## src/hw/rtl/rse_pkg.sv

```systemverilog
// Package for the GF(256) Reed-Solomon encoder.
// Holds the field multiply, the generator polynomial tables and the cell control struct.
// No dependencies.
package rse_pkg;

  localparam int unsigned PRIM_POLY = 285;
  localparam int unsigned STRONG_T  = 16;
  localparam int unsigned WEAK_T    = 3;
  localparam int unsigned NUM_CELLS = 2 * STRONG_T;
  localparam int unsigned IDX_W     = $clog2(NUM_CELLS);

  localparam logic [IDX_W-1:0] STRONG_TOP = IDX_W'(2 * STRONG_T - 1);
  localparam logic [IDX_W-1:0] WEAK_TOP   = IDX_W'(2 * WEAK_T - 1);

  typedef logic [7:0] gen_t [0:NUM_CELLS];

  typedef struct packed {
    logic upd;    // advance parity register
    logic clr;    // clear parity register (codeword done)
    logic load;   // copy updated parity into output row
    logic shift;  // output row moves one cell up
  } cell_ctrl_t;

  function automatic logic [7:0] gf_mul(logic [7:0] a, logic [7:0] b);
    logic [8:0] x;
    logic [7:0] acc;
    x   = {1'b0, a};
    acc = '0;
    for (int k = 0; k < 8; k++) begin
      if (b[k]) acc ^= x[7:0];
      x = {x[7:0], 1'b0};
      if (x[8]) x ^= 9'(PRIM_POLY);
    end
    return acc;
  endfunction

  function automatic gen_t generator_coefs(int unsigned nroots);
    gen_t g;
    logic [7:0] root;
    for (int j = 0; j <= NUM_CELLS; j++) g[j] = '0;
    g[0] = 8'd1;
    root = 8'd1;
    for (int unsigned i = 1; i <= nroots; i++) begin
      root = gf_mul(root, 8'd2);
      for (int unsigned j = i; j > 0; j--) g[j] = g[j-1] ^ gf_mul(g[j], root);
      g[0] = gf_mul(g[0], root);
    end
    return g;
  endfunction

  localparam gen_t GEN_STRONG = generator_coefs(2 * STRONG_T);
  localparam gen_t GEN_WEAK   = generator_coefs(2 * WEAK_T);

endpackage

```

## src/hw/rtl/rse_cell.sv

```systemverilog
// One cell of the encoder chain: a parity register and an output-row register.
// Depends on rse_pkg (gf_mul, cell_ctrl_t).
module rse_cell (
  input  logic                clk_i,
  input  logic                rst_ni,
  input  rse_pkg::cell_ctrl_t ctrl_i,
  input  logic [7:0]          coef_i,
  input  logic [7:0]          fb_i,
  input  logic [7:0]          par_prev_i,
  input  logic [7:0]          out_prev_i,
  output logic [7:0]          par_o,
  output logic [7:0]          out_o
);
  import rse_pkg::*;

  logic [7:0] par_q, par_d, par_new;
  logic [7:0] out_q, out_d;

  assign par_new = ctrl_i.upd ? (par_prev_i ^ gf_mul(coef_i, fb_i)) : par_q;
  assign par_d   = ctrl_i.clr ? 8'd0 : par_new;

  always_comb begin
    out_d = out_q;
    if (ctrl_i.load) begin
      out_d = par_new;
    end else if (ctrl_i.shift) begin
      out_d = out_prev_i;
    end
  end

  always_ff @(posedge clk_i or negedge rst_ni) begin
    if (!rst_ni) begin
      par_q <= '0;
    end else begin
      par_q <= par_d;
    end
  end

  always_ff @(posedge clk_i) begin
    out_q <= out_d;
  end

  assign par_o = par_q;
  assign out_o = out_q;
endmodule

```

## src/hw/rtl/reed_solomon_encoder_gf256.sv

```systemverilog
// Systematic RS encoder over GF(256): chain of 32 LFSR cells plus an output row.
// Latency: first parity symbol valid the cycle after the last message symbol.
// Throughput: one message symbol per cycle, save the stall below; 2T parity symbols drain one per ready cycle.
// A symbol marked last stalls while the previous parity run still drains the output row.
// Reset: parity registers cleared, strong mode (T=16) selected, no parity pending.
// Depends on rse_pkg and rse_cell.
module reed_solomon_encoder_gf256 (
  input  logic                     clk_i,
  input  logic                     rst_ni,
  input  logic                     strong_mode_we_i,
  input  logic                     strong_mode_i,
  input  logic                     data_valid_i,
  output logic                     data_ready_o,
  input  logic [7:0]               data_symbol_i,
  input  logic                     last_data_i,
  output logic                     parity_valid_o,
  input  logic                     parity_ready_i,
  output logic [7:0]               parity_symbol_o,
  output logic [rse_pkg::IDX_W-1:0] parity_index_o,
  output logic                     last_parity_o
);
  import rse_pkg::*;

  logic                 strong_q;
  logic                 busy_q, busy_d;
  logic [IDX_W-1:0]     idx_q, idx_d;
  logic                 omode_q, omode_d;
  logic                 in_acc, out_acc, load;
  logic [7:0]           fb;
  logic [7:0]           par  [NUM_CELLS];
  logic [7:0]           orow [NUM_CELLS];

  assign data_ready_o = !(busy_q && last_data_i);
  assign in_acc       = data_valid_i && data_ready_o;
  assign out_acc      = parity_valid_o && parity_ready_i;
  assign load         = in_acc && last_data_i;

  assign fb = data_symbol_i ^ (strong_q ? par[STRONG_TOP] : par[WEAK_TOP]);

  for (genvar j = 0; j < NUM_CELLS; j++) begin : g_cell
    cell_ctrl_t ctrl;
    logic [7:0] coef, par_prev, out_prev;

    assign ctrl.upd   = in_acc && (strong_q || (j < 2 * WEAK_T));
    assign ctrl.clr   = load;
    assign ctrl.load  = load;
    assign ctrl.shift = out_acc;
    assign coef       = strong_q ? GEN_STRONG[j] : GEN_WEAK[j];

    if (j == 0) begin : g_first
      assign par_prev = 8'd0;
      assign out_prev = 8'd0;
    end else begin : g_rest
      assign par_prev = par[j-1];
      assign out_prev = orow[j-1];
    end

    rse_cell u_cell (
      .clk_i      (clk_i),
      .rst_ni     (rst_ni),
      .ctrl_i     (ctrl),
      .coef_i     (coef),
      .fb_i       (fb),
      .par_prev_i (par_prev),
      .out_prev_i (out_prev),
      .par_o      (par[j]),
      .out_o      (orow[j])
    );
  end

  always_comb begin
    busy_d  = busy_q;
    idx_d   = idx_q;
    omode_d = omode_q;
    if (load) begin
      busy_d  = 1'b1;
      idx_d   = strong_q ? STRONG_TOP : WEAK_TOP;
      omode_d = strong_q;
    end else if (out_acc) begin
      if (idx_q == '0) begin
        busy_d = 1'b0;
      end else begin
        idx_d = idx_q - 1'b1;
      end
    end
  end

  always_ff @(posedge clk_i or negedge rst_ni) begin
    if (!rst_ni) begin
      strong_q <= 1'b1;
      busy_q   <= 1'b0;
      idx_q    <= '0;
      omode_q  <= 1'b1;
    end else begin
      if (strong_mode_we_i) begin
        strong_q <= strong_mode_i;
      end
      busy_q  <= busy_d;
      idx_q   <= idx_d;
      omode_q <= omode_d;
    end
  end

  assign parity_valid_o  = busy_q;
  assign parity_symbol_o = omode_q ? orow[STRONG_TOP] : orow[WEAK_TOP];
  assign parity_index_o  = idx_q;
  assign last_parity_o   = (idx_q == '0);
endmodule

```

## config.mk

```make
export PLATFORM = sky130hd
export DESIGN_NAME = reed_solomon_encoder_gf256
export DESIGN_NICKNAME = d
export VERILOG_FILES = /design/src/hw/rtl/rse_pkg.sv /design/src/hw/rtl/rse_cell.sv /design/src/hw/rtl/reed_solomon_encoder_gf256.sv
export SDC_FILE = /design/constraint.sdc
export NUM_CORES = 1
export LEC_CHECK = 0
export BUFFER_PORTS_ARGS = -buffer_cell sky130_fd_sc_hd__buf_2
export CAP_MARGIN = 10
export CORE_UTILIZATION = 60
export DETAILED_ROUTE_END_ITERATION = 8
export PLACE_DENSITY = 0.73
export SYNTH_ARGS = -nofsm -noshare
export SYNTH_HDL_FRONTEND = slang
export SYNTH_SLANG_ARGS = --single-unit
```

## constraint.sdc

```tcl
create_clock -name clk_i -period 9.7 [get_ports clk_i]
set_input_delay 2.425 -clock clk_i [delete_from_list [all_inputs] [get_ports clk_i]]
set_output_delay 2.425 -clock clk_i [all_outputs]
set_load 0.005 [all_outputs]
```

### Word level (Yosys, flattened, before mapping)

Cells that the tools add are included.

* flip-flop bits (word level): 520
* bits of input ports: 15
* output and inout bits: 16
* logic and storage cells: 1120

* add/sub/neg operators: 1
* eq/ne operators: 1
* muxes and demuxes: 601
* bitwise logic cells: 438
* reduce and logical (&&, ||, !) cells: 11

Operator list (number)
* $mux W8: 365
* $xor A8 B8 Y8: 214
* $mux W5: 212
* $not A4 Y4: 202
* $mux W7: 9
* $xor A7 B8 Y8: 5
* $xor A8 B7 Y8: 5
* $mux W6: 6
* $xor A8 B6 Y8: 3
* $xor A6 B7 Y7: 3
* $mux W4: 4
* $xor A5 B6 Y6: 2
* $xor A4 B5 Y5: 2
* $logic_and A1 B1 Y1: 5
* $logic_not A5 Y1: 1
* $mux W1: 5
* $sub A5 B1 Y5 const B: 1
* $xor A1 B5 Y5: 1
* $not A1 Y4 const A: 1
* $reduce_and A2 Y1: 2
* $reduce_bool A2 Y1: 2
* $ne A2 B1 Y1 const B: 1
* $logic_not A1 Y1: 1

### Depth between registers and ports, before layout

Gate-level depths: netlist (run 1).

* word-level depth: 20
* depth in mapped cells: 16
* mapped depth without buffers: 13

### Cells and area by module

A second synthesis (run 1) with hierarchy kept.

* cells, all modules: 8487
* area, all modules: 75776.4 µm²

Modules (own cells, without submodules)
* rse_cell: instances 32, cells each 263, area an instance 2347.3 µm², seq. area each 440.4 µm²
* reed_solomon_encoder_gf256: instances 1, cells each 71, area an instance 664.4 µm², seq. area each 202.7 µm²

### Worst setup path before layout (run 1)

No wires, ideal clock.

* path type: in2reg
* start: input port last_data_i
* end: register g_cell[0].u_cell.out_q[0], enable pin
* library setup time: 1.951 ns
* arrival: 7.773 ns
* required time: 7.749 ns
* slack: -0.025 ns
* stages on the path: 7
* path buffers: 4
* cells stage by stage: clkbuf_1 -> nand2_1 -> or2_2 -> clkbuf_1 -> clkbuf_1 -> clkbuf_1 -> nand2_1

* longest elaborated chain between the ends: 5

RTL lines
* start, declared: line reed_solomon_encoder_gf256.sv:15 `input logic last_data_i,`
* $logic_and A1 B1 Y1: line reed_solomon_encoder_gf256.sv:33 `assign data_ready_o = !(busy_q && last_data_i);`
* $logic_not A1 Y1: line reed_solomon_encoder_gf256.sv:33
* $logic_and A1 B1 Y1: line reed_solomon_encoder_gf256.sv:34 `assign in_acc = data_valid_i && data_ready_o;`
* $logic_and A1 B1 Y1 (*): line reed_solomon_encoder_gf256.sv:36 `assign load = in_acc && last_data_i;`
* $reduce_bool A2 Y1 (no line) (*)
* end signal, assigned: line rse_cell.sv:40 `out_q <= out_d;`
* end, declared: line rse_cell.sv:17 `logic [7:0] out_q, out_d;`

Mark *: on every way between the ends. The rest lies on a longest branch, timed or not.
A chain may end at the register's enable or synchronous reset.

### Final worst setup path (run 1)

* start: input port data_symbol_i[0]
* end: register g_cell[18].u_cell.out_q[4], data pin

* longest elaborated chain between the ends: 19

RTL lines
* start, declared: line reed_solomon_encoder_gf256.sv:14 `input logic [7:0] data_symbol_i,`
* $xor A8 B8 Y8 (*): line reed_solomon_encoder_gf256.sv:38 `assign fb = data_symbol_i ^ (strong_q ? par[STRONG_TOP] : par[WEAK_TOP]);`
* $mux W8 (*): line rse_pkg.sv:30 `if (b[k]) acc ^= x[7:0];`
* $xor A8 B8 Y8: line rse_pkg.sv:30
* $mux W8 (*): line rse_pkg.sv:30
* $xor A8 B8 Y8: line rse_pkg.sv:30
* $mux W8 (*): line rse_pkg.sv:30
* $xor A8 B8 Y8: line rse_pkg.sv:30
* $mux W8 (*): line rse_pkg.sv:30
* [... 4 more ...]
* $xor A8 B8 Y8: line rse_pkg.sv:30
* $mux W8 (*): line rse_pkg.sv:30
* $xor A8 B8 Y8: line rse_pkg.sv:30
* $mux W8 (*): line rse_pkg.sv:30
* $xor A8 B8 Y8 (*): line rse_cell.sv:19 `assign par_new = ctrl_i.upd ? (par_prev_i ^ gf_mul(coef_i, fb_i)) : par_q;`
* $mux W8 (*): line rse_cell.sv:19
* $mux W8 (*): line rse_cell.sv:24 `if (ctrl_i.load) begin`
* net g_cell[18].u_cell.out_d[4]: line rse_cell.sv:17
* end signal, assigned: line rse_cell.sv:40
* end, declared: line rse_cell.sv:17

The timed path passes the listed nets; every way through them passes the cells marked *.

==> results of run 1 <==
==> how the worst max path moves through the flow <==
stage               slack [ns]             start                                      end  cells after the start
floorplan                 2.53       last_data_i  g_cell[0].u_cell.out_o[0]$_SDFFCE_PN0P_                      7
finish                    3.74  data_symbol_i[0]     g_cell[18].u_cell.out_o[4]$_DFFE_PP_                     13
global placement          3.49  data_symbol_i[0]      g_cell[4].u_cell.out_o[6]$_DFFE_PP_                     11
detailed placement        3.28  data_symbol_i[0]     g_cell[18].u_cell.out_o[4]$_DFFE_PP_                     13
CTS                       3.88  data_symbol_i[0]     g_cell[18].u_cell.out_o[4]$_DFFE_PP_                     13
global route              3.56  data_symbol_i[0]     g_cell[18].u_cell.out_o[4]$_DFFE_PP_                     13
==> registers in the layout, summed over array words and instances, names as in the netlist <==
| signal | flops |
|---|---|
| parity_valid_o | 1 |
| omode_q | 1 |
| g_cell.u_cell.out_o | 256 |
| parity_index_o | 5 |
| strong_q | 1 |
| g_cell.u_cell.par_o | 256 |
==> synth_stat cells (all sizes together), types with 29 or more instances <==
library cell    n
nor2          378
nand2         341
xnor2         329
dfrtp         262
edfxtp        256
o21ai         213
clkbuf        149
xor2          113
mux2i         104
nor3           99
a21oi          95
o31ai          80
xnor3          40
buf            39
and3           32
nand3          29
==> stage by stage <==
stage / total power [mW] / worst slack (ns) / utilization, % / instances / instance area, um^2
finish: 12.92 / 3.743 / 66.64 / 3278 / 30500
global route: 13.58 / 3.563 / 66.63 / 3277 / 30500
global placement: 10.42 / 3.490 / 62.60 / 3174 / 28650
CTS: 12.82 / 3.884 / 66.63 / 3277 / 30500
detailed placement: 10.59 / 3.278 / 62.60 / 3174 / 28650
floorplan: 8.774 / 2.526 / - / 2702 / 28120
==> power breakdown <==
part           internal (mW)  total (mW)  switching [mW]
sequential              3.44        4.04           0.597
combinational           2.74        6.70            3.96
clock                   1.30        2.18           0.882
total                   7.48        12.9            5.44
==> tightest hold or removal path, stage by stage (launching register included) <==
cell     delay (ns)
dfrtp_1        0.36
nand2_1        0.05
o31ai_1        0.06
==> layer usage <==
metal	track usage (%)	part of all wire (%)
met1	48.57	41
met2	51.40	45
met3	6.319	9.2
met4	14.83	4.2
met5	0	0.016
==> cell type report <==
type	count	area, um^2	area share, %
Clock inverter	14	217.7	0.7138
Tap cell	600	750.7	2.461
Multi-Input combinational cell	1981	13090	42.93
Timing Repair Buffer	60	460.4	1.510
Sequential cell	520	14300	46.88
Antenna cell	1	2.502	0.008204
Clock buffer	89	1627	5.333
Inverter	13	48.80	0.1600
==> logic make-up (layout without fill, tap and decap cells) <==
group | count (synthesis) | count (layout) | synth area share [%]
mux | 121 | 121 | 4.761
xor+xnor | 485 | 485 | 18.10
fa+ha+maj | 26 | 26 | 1.157
compound gates | 421 | 421 | 8.529
flops | 520 | 520 | 50.84
simple gates | 928 | 928 | 13.76
other cells | 0 | 1 | 0
buf+inv | 201 | 176 | 2.856
==> metrics.md, run 1 <==
| Metric | Value |
|---|---|
| Height of the chip | `218.5 um` |
| Total track usage | `34.18%` |
| Die area | `47740 um^2` |
| Worst path required time | `10.02 ns` |
| DPL Wire Length | `48890 um` |
| Root Driver | `clkbuf_16` |
| Min-delay src | `g_cell[2].u_cell.par_o[6]$_DFF_PN0_` |
| Hold buffers post-CTS | `0` |
| Port-buffer cells | `30` |
| Number of DRC markers in iteration 0 | `2523` |
| CTS Buf Count | `55` |
| Setup crit end kind | `flop` |
| Hold violation total from the final report | `0` |
| Vias in the first global route | `19.64k` |
| Max Root-Sink Buffers | `3` |
| Max Cap Viol | `0` |
| Status | `completed` |
| Congestion Overflow GR | `0` |
| Syn Nets | `2743` |
| Area Overhead vs Synth | `8.458%` |
| Setup TNS Final | `0 ns` |
| DRC viols | `0` |
| Pwr/cell area | `423.5 nW/um^2` |
| Hold Path Sink | `g_cell[2].u_cell.par_o[6]$_DFF_PN0_` |
| Htree depth | `2` |
| Antenna violations before repair | `1` |
| RePlAce Congestion | `0.9342` |
| Critical Path Fanout Max | `11` |
| Routed WL per cell | `24.39 um` |
| CP startpoint kind | `input pin` |
| Post-DRT Antenna Nets | `0` |
| Reg2reg start | `strong_q$_DFFE_PN1P_` |
| Nets | `2672` |
| CTS Sinks | `520` |
| Die width | `218.5 um` |
| Post-Syn Area per Cell | `10.41 um^2` |
| Synth Cell Area | `28120 um^2` |
| Post-synth EDFFs | `256` |
| Top-Level Pins | `31` |
| Avg Vias per Cell | `6.214` |
| Ys Warns | `0` |
| Post-synth top area share | `27.34%` |
| R2R Path End | `g_cell[18].u_cell.out_o[4]$_DFFE_PP_` |
| Synthesized flop and latch total | `520` |
| WP data arrival | `6.28 ns` |
| CP max-delay cell | `xnor2_1` |
| Min-delay worst type | `flop to flop` |
| Highest Clock Rate | `167.9 MHz` |
| Share of cells above drive strength 1 | `7.546%` |
| CTS tree | `built` |
| Ys async rst share | `50.77%` |
| LEAKAGE | `12.68 nW` |
| RSZ-0062 raised after global routing | `false` |
| First-pass GRT wire length | `121600 um` |
| Hold_ws | `0.5089 ns` |
| Maximum VDD drop | `0.3015 mV` |
| Tcrit/Tclk final | `61.41%` |
| Worst path bufs/invs | `2` |
| Crit path time final | `5.957 ns` |
| WS Path Type | `input pin to flop` |
| Clk_lat worst skew | `0.62 ns` |
| Slew Limit Headroom | `15.06%` |
| Fin Clk Skew | `0.02112 ns` |
| Slew Limit Fails | `0` |
| Hold path cells | `2` |
| DRT Pass-1 Iters | `5` |
| Top cell by count, worst path | `xnor2_1` |
| Dominant synthesized flop cell | `dfrtp_1` |
| Slowest stage delay, CP | `0.79 ns` |
| Reg clk slew, reported paths | `0.06 ns` |
| Routed vias | `20.37k` |
| Initial core utilization | `61.44%` |
| PostCTS Resize Cnt | `0` |
| Most common cell after layout, fill and taps aside | `nor2_1` |
| Setup Viol. Count Final | `0` |
| Register-to-Register Path Depth | `13` |
| Mapped Cells | `2702` |
| Seq/Total Area, Yosys | `50.84%` |
| Worst slew pin tran | `1.247 ns` |
| Core box area | `45770 um^2` |
| Most frequent cells in the layout | `nor2_1 (377), nand2_1 (335), xnor2_1 (313)` |
| Crit-path leading delay family | `XOR/XNOR gates` |
| Synth area leader | `edfxtp_1` |
| Pin count of the biggest net entering global routing | `221` |
| FILL cells | `3464` |
| Top cells by area, synth | `edfxtp_1 (27%), dfrtp_1 (23%), xnor2_1 (9.8%)` |
| Total wire length | `79960 um` |
| Crit-path cells | `buf_2 -> xnor2_1 -> ha_1 -> ha_1 -> nor2_1 -> inv_1 -> ha_1 -> nor2_1 -> xnor2_1 -> xnor2_1 -> xnor2_1 -> mux2i_1 -> o21ai_0` |
| # rows | `78` |
| Yosys cell types | `56` |
| Reg2Reg Setup Slack | `4.34 ns` |
| Post-CTS Setup Bufs | `0` |
Power figures use the tool's default switching activity.
==> run 2, diff against run 1 <==
Settings changed: CORE_UTILIZATION 60 to 58, PLACE_DENSITY 0.73 to 0.74.
Clock period 9.7 ns to 5.18 ns, I/O delays scaled along.
==> run 2 against run 1 <==
Worst hold slack improved by 0.0029 ns. Sequential share of layout area down 0.90 points. Die area rose by 3.4%. Largest power group unchanged. First-iteration DRC count is 13% higher. Combinational power grew 96%. Design area grew 2.0%. Total power is 91% higher. Sequential power grew 85%. Sequential cell count stayed put. Global-route usage shrank 0.67 points. Critical path type is now flop to flop.
==> metrics.md, run 2 (synthesized netlist as in run 1, its figures left out) <==
| Metric | Value |
|---|---|
| Hold buffers post-CTS | `0 (unchanged)` |
| RSZ-0062 raised after global routing | `false` |
| Met3 Use GR | `5.276% (-1.0 points)` |
| Top-Level Pins | `31 (unchanged)` |
| Post-CTS Setup Bufs | `0 (unchanged)` |
| CP startpoint kind | `flop` |
| First-pass GRT wire length | `124300 um (+2.3%)` |
| Worst slew pin tran | `1.364 ns (+0.1165 ns)` |
| Vias in the first global route | `19.99k (+1.8%)` |
| Routed WL per cell | `24.43 um (+0.14%)` |
| Worst path required time | `5.56 ns (-4.46 ns)` |
| RePlAce Congestion | `0.9342 (unchanged)` |
| Met1 Track Usage GR | `48.56% (about the same)` |
| Sw frac | `42.33% (+0.21 points)` |
| Reg power frac | `30.3% (-0.9 points)` |
| Pin count of the biggest net entering global routing | `117 (-47%)` |
| Routed vias | `20.71k (+1.7%)` |
| Most frequent cells in the layout | `nor2_1 (377), nand2_1 (336), xnor2_1 (313)` |
| Highest Clock Rate | `230.0 MHz` |
| Reg clk slew, reported paths | `0.06 ns (about the same)` |
| Max Cap Viol | `0 (unchanged)` |
| WS Path Type | `flop to flop` |
| Post-DRT Antenna Nets | `0 (unchanged)` |
| Antenna violations before repair | `1 (unchanged)` |
| DRT Pass-1 Iters | `6 (+1)` |
| FILL cells | `3641 (+5.1%)` |
| Min-delay worst type | `flop to flop` |
| Crit path time final | `4.348 ns` |
| WP data arrival | `4.72 ns (-1.56 ns)` |
| Critical Path Fanout Max | `7 (-4)` |
| Core box area | `47750 um^2 (+4.3%)` |
| DRC viols | `0 (unchanged)` |
| Reg2reg start | `strong_q$_DFFE_PN1P_` |
| Initial core utilization | `58.90% (-2.5 points)` |
| NetSw | `10.46 mW (+92%)` |
| LEAKAGE | `13.03 nW (+2.8%)` |
| # rows | `80 (+2.6%)` |
| Maximum VDD drop | `0.4428 mV (+47%)` |
| Crit-path leading delay family | `adder cells` |
| Total track usage | `33.51% (-0.67 points)` |
| R2R Path End | `g_cell[15].u_cell.out_o[4]$_DFFE_PP_` |
| Status | `completed` |
| Final instance area | `31100 um^2 (+2.0%)` |
| Share of cells above drive strength 1 | `9.719% (+2.2 points)` |
| Slowest stage delay, CP | `0.67 ns (-0.12 ns)` |
| Area Overhead vs Synth | `10.58%` |
| Nets | `2731 (+2.2%)` |
| CP Launch Point | `strong_q$_DFFE_PN1P_` |
| # diodes | `0 (-1)` |
| Comb power frac | `53.0% (+1.1 points)` |
| PostCTS Resize Cnt | `0 (unchanged)` |
| Top cell by count, worst path | `xnor2_1` |
| Most Crowded Layer GR | `met2` |
| Reg2Reg Setup Slack | `0.83 ns (-3.51 ns)` |
| Pwr/cell area | `794.5 nW/um^2 (+88%)` |
| Tcrit/Tclk final | `83.94%` |
| Setup crit end kind | `flop` |
| Levels on crit path | `14 (+1)` |
| Most common cell after layout, fill and taps aside | `nor2_1` |
| Clk_lat worst skew | `0.64 ns (+0.02 ns)` |
| Congestion Overflow GR | `0 (unchanged)` |
| Worst path bufs/invs | `2 (unchanged)` |
| Dpl cell area | `29210 um^2 (+1.9%)` |
| DPL Wire Length | `53440 um (+9.3%)` |
| Port-buffer cells | `30 (unchanged)` |
| Crit path to | `g_cell[15].u_cell.out_o[4]$_DFFE_PP_` |
| Htree depth | `2 (unchanged)` |
| Max Root-Sink Buffers | `3 (unchanged)` |
| Pint | `14.25 mW (+91%)` |
| Height of the chip | `222.2 um (+1.7%)` |
| Setup TNS Final | `0 ns (unchanged)` |
| Fin Clk Skew | `0.02619 ns (+0.005062 ns)` |
| CTS Buf Count | `55 (unchanged)` |
| Crit-path cells | `mux2i_1 -> xnor2_1 -> ha_1 -> ha_1 -> nor2_1 -> inv_1 -> ha_1 -> nor2_1 -> xnor2_1 -> buf_4 -> xnor2_1 -> xnor2_1 -> mux2i_1 -> o21ai_0` |
| Number of DRC markers in iteration 0 | `2854 (+13%)` |
| Total wire length | `81880 um (+2.4%)` |
| Die area | `49370 um^2 (+3.4%)` |
| Slew Limit Fails | `0 (unchanged)` |
| Clock share of power | `16.7% (-0.2 points)` |
| Avg Vias per Cell | `6.178 (-0.59%)` |
| Die width | `222.2 um (+1.7%)` |
| CTS Sinks | `520 (unchanged)` |
| CP max-delay cell | `dfstp_4` |
| Setup Viol. Count Final | `0 (unchanged)` |
| Hold violation total from the final report | `0 (unchanged)` |
| CTS tree | `built` |
| Register-to-Register Path Depth | `14 (+1)` |
| GR met2 Demand/Resource | `50.30% (-1.1 points)` |
| Root Driver | `clkbuf_16` |
| Slew Limit Headroom | `8.369% (-6.7 points)` |
run 2: cell count changes in the layout (fill, tap and decap cells not counted), moves of 2 or more:
cell       delta
buf_12        +8
buf_4        +51
clkinv_1      -3
clkbuf_1      -3
clkbuf_8      +7
bufinv_16     -2
run 2: cell type report:
class                      instances  area (um^2)  share of cell area, %
sequential                       520        14300                  45.98
multi-input combinational       1981        13090                  42.09
clock buffer                      92         1687                  5.424
timing repair buffer             119         1003                  3.227
tap                              615        769.5                  2.474
clock inverter                    12        201.4                 0.6478
inverter                          13        48.80                 0.1569
run 2: worst min path at each step:
stage	from	to	slack, ns	cells past startpoint
2_1_floorplan	g_cell[1].u_cell.par_o[3]$_DFF_PN0_	g_cell[1].u_cell.par_o[3]$_DFF_PN0_	0.47	2
3_3_place_gp	g_cell[1].u_cell.par_o[3]$_DFF_PN0_	g_cell[1].u_cell.par_o[3]$_DFF_PN0_	0.48	2
3_5_place_dp	g_cell[0].u_cell.par_o[3]$_DFF_PN0_	g_cell[0].u_cell.par_o[3]$_DFF_PN0_	0.49	2
4_1_cts	g_cell[0].u_cell.par_o[3]$_DFF_PN0_	g_cell[0].u_cell.par_o[3]$_DFF_PN0_	0.51	2
5_1_grt	g_cell[18].u_cell.out_o[4]$_DFFE_PP_	g_cell[19].u_cell.out_o[4]$_DFFE_PP_	0.53	2
6_report	g_cell[0].u_cell.par_o[5]$_DFF_PN0_	g_cell[0].u_cell.par_o[5]$_DFF_PN0_	0.51	2
run 2: per-stage QoR:
step           hold WS, ns  total power [mW]  instances  utilization (%)  setup WS (ns)
4_1_cts             0.5087             24.49       3352            65.13         0.9275
3_3_place_gp        0.4841             20.01       3248            61.18         0.5766
3_5_place_dp        0.4947             20.29       3248            61.18         0.4688
6_report            0.5117             24.71       3352            65.13         0.8319
5_1_grt             0.5296             25.89       3352            65.13         0.6349
2_1_floorplan       0.4681             16.38       2702                -         0.4973
run 2: power by group through the flow:
stage	sequential, mW	combinational, mW	clock [mW]
final	7.49	13.1	4.12
after global routing	7.66	13.9	4.30
after CTS	7.48	12.9	4.15
after detailed placement	7.53	12.8	0
after global placement	7.47	12.5	0
after floorplan	7.18	9.20	0
run 2: routing by layer:
layer  wire length, um  vias up
met3              7582      193
met2             36920     1104
li1                  -     9199
met5                 0        -
met1             33850    10210
met4              3529        0
run 2: worst min-delay path: stages, from the launching register on:
cell	delay, ns
dfrtp_1	0.36
nand2_1	0.05
o21ai_0	0.06
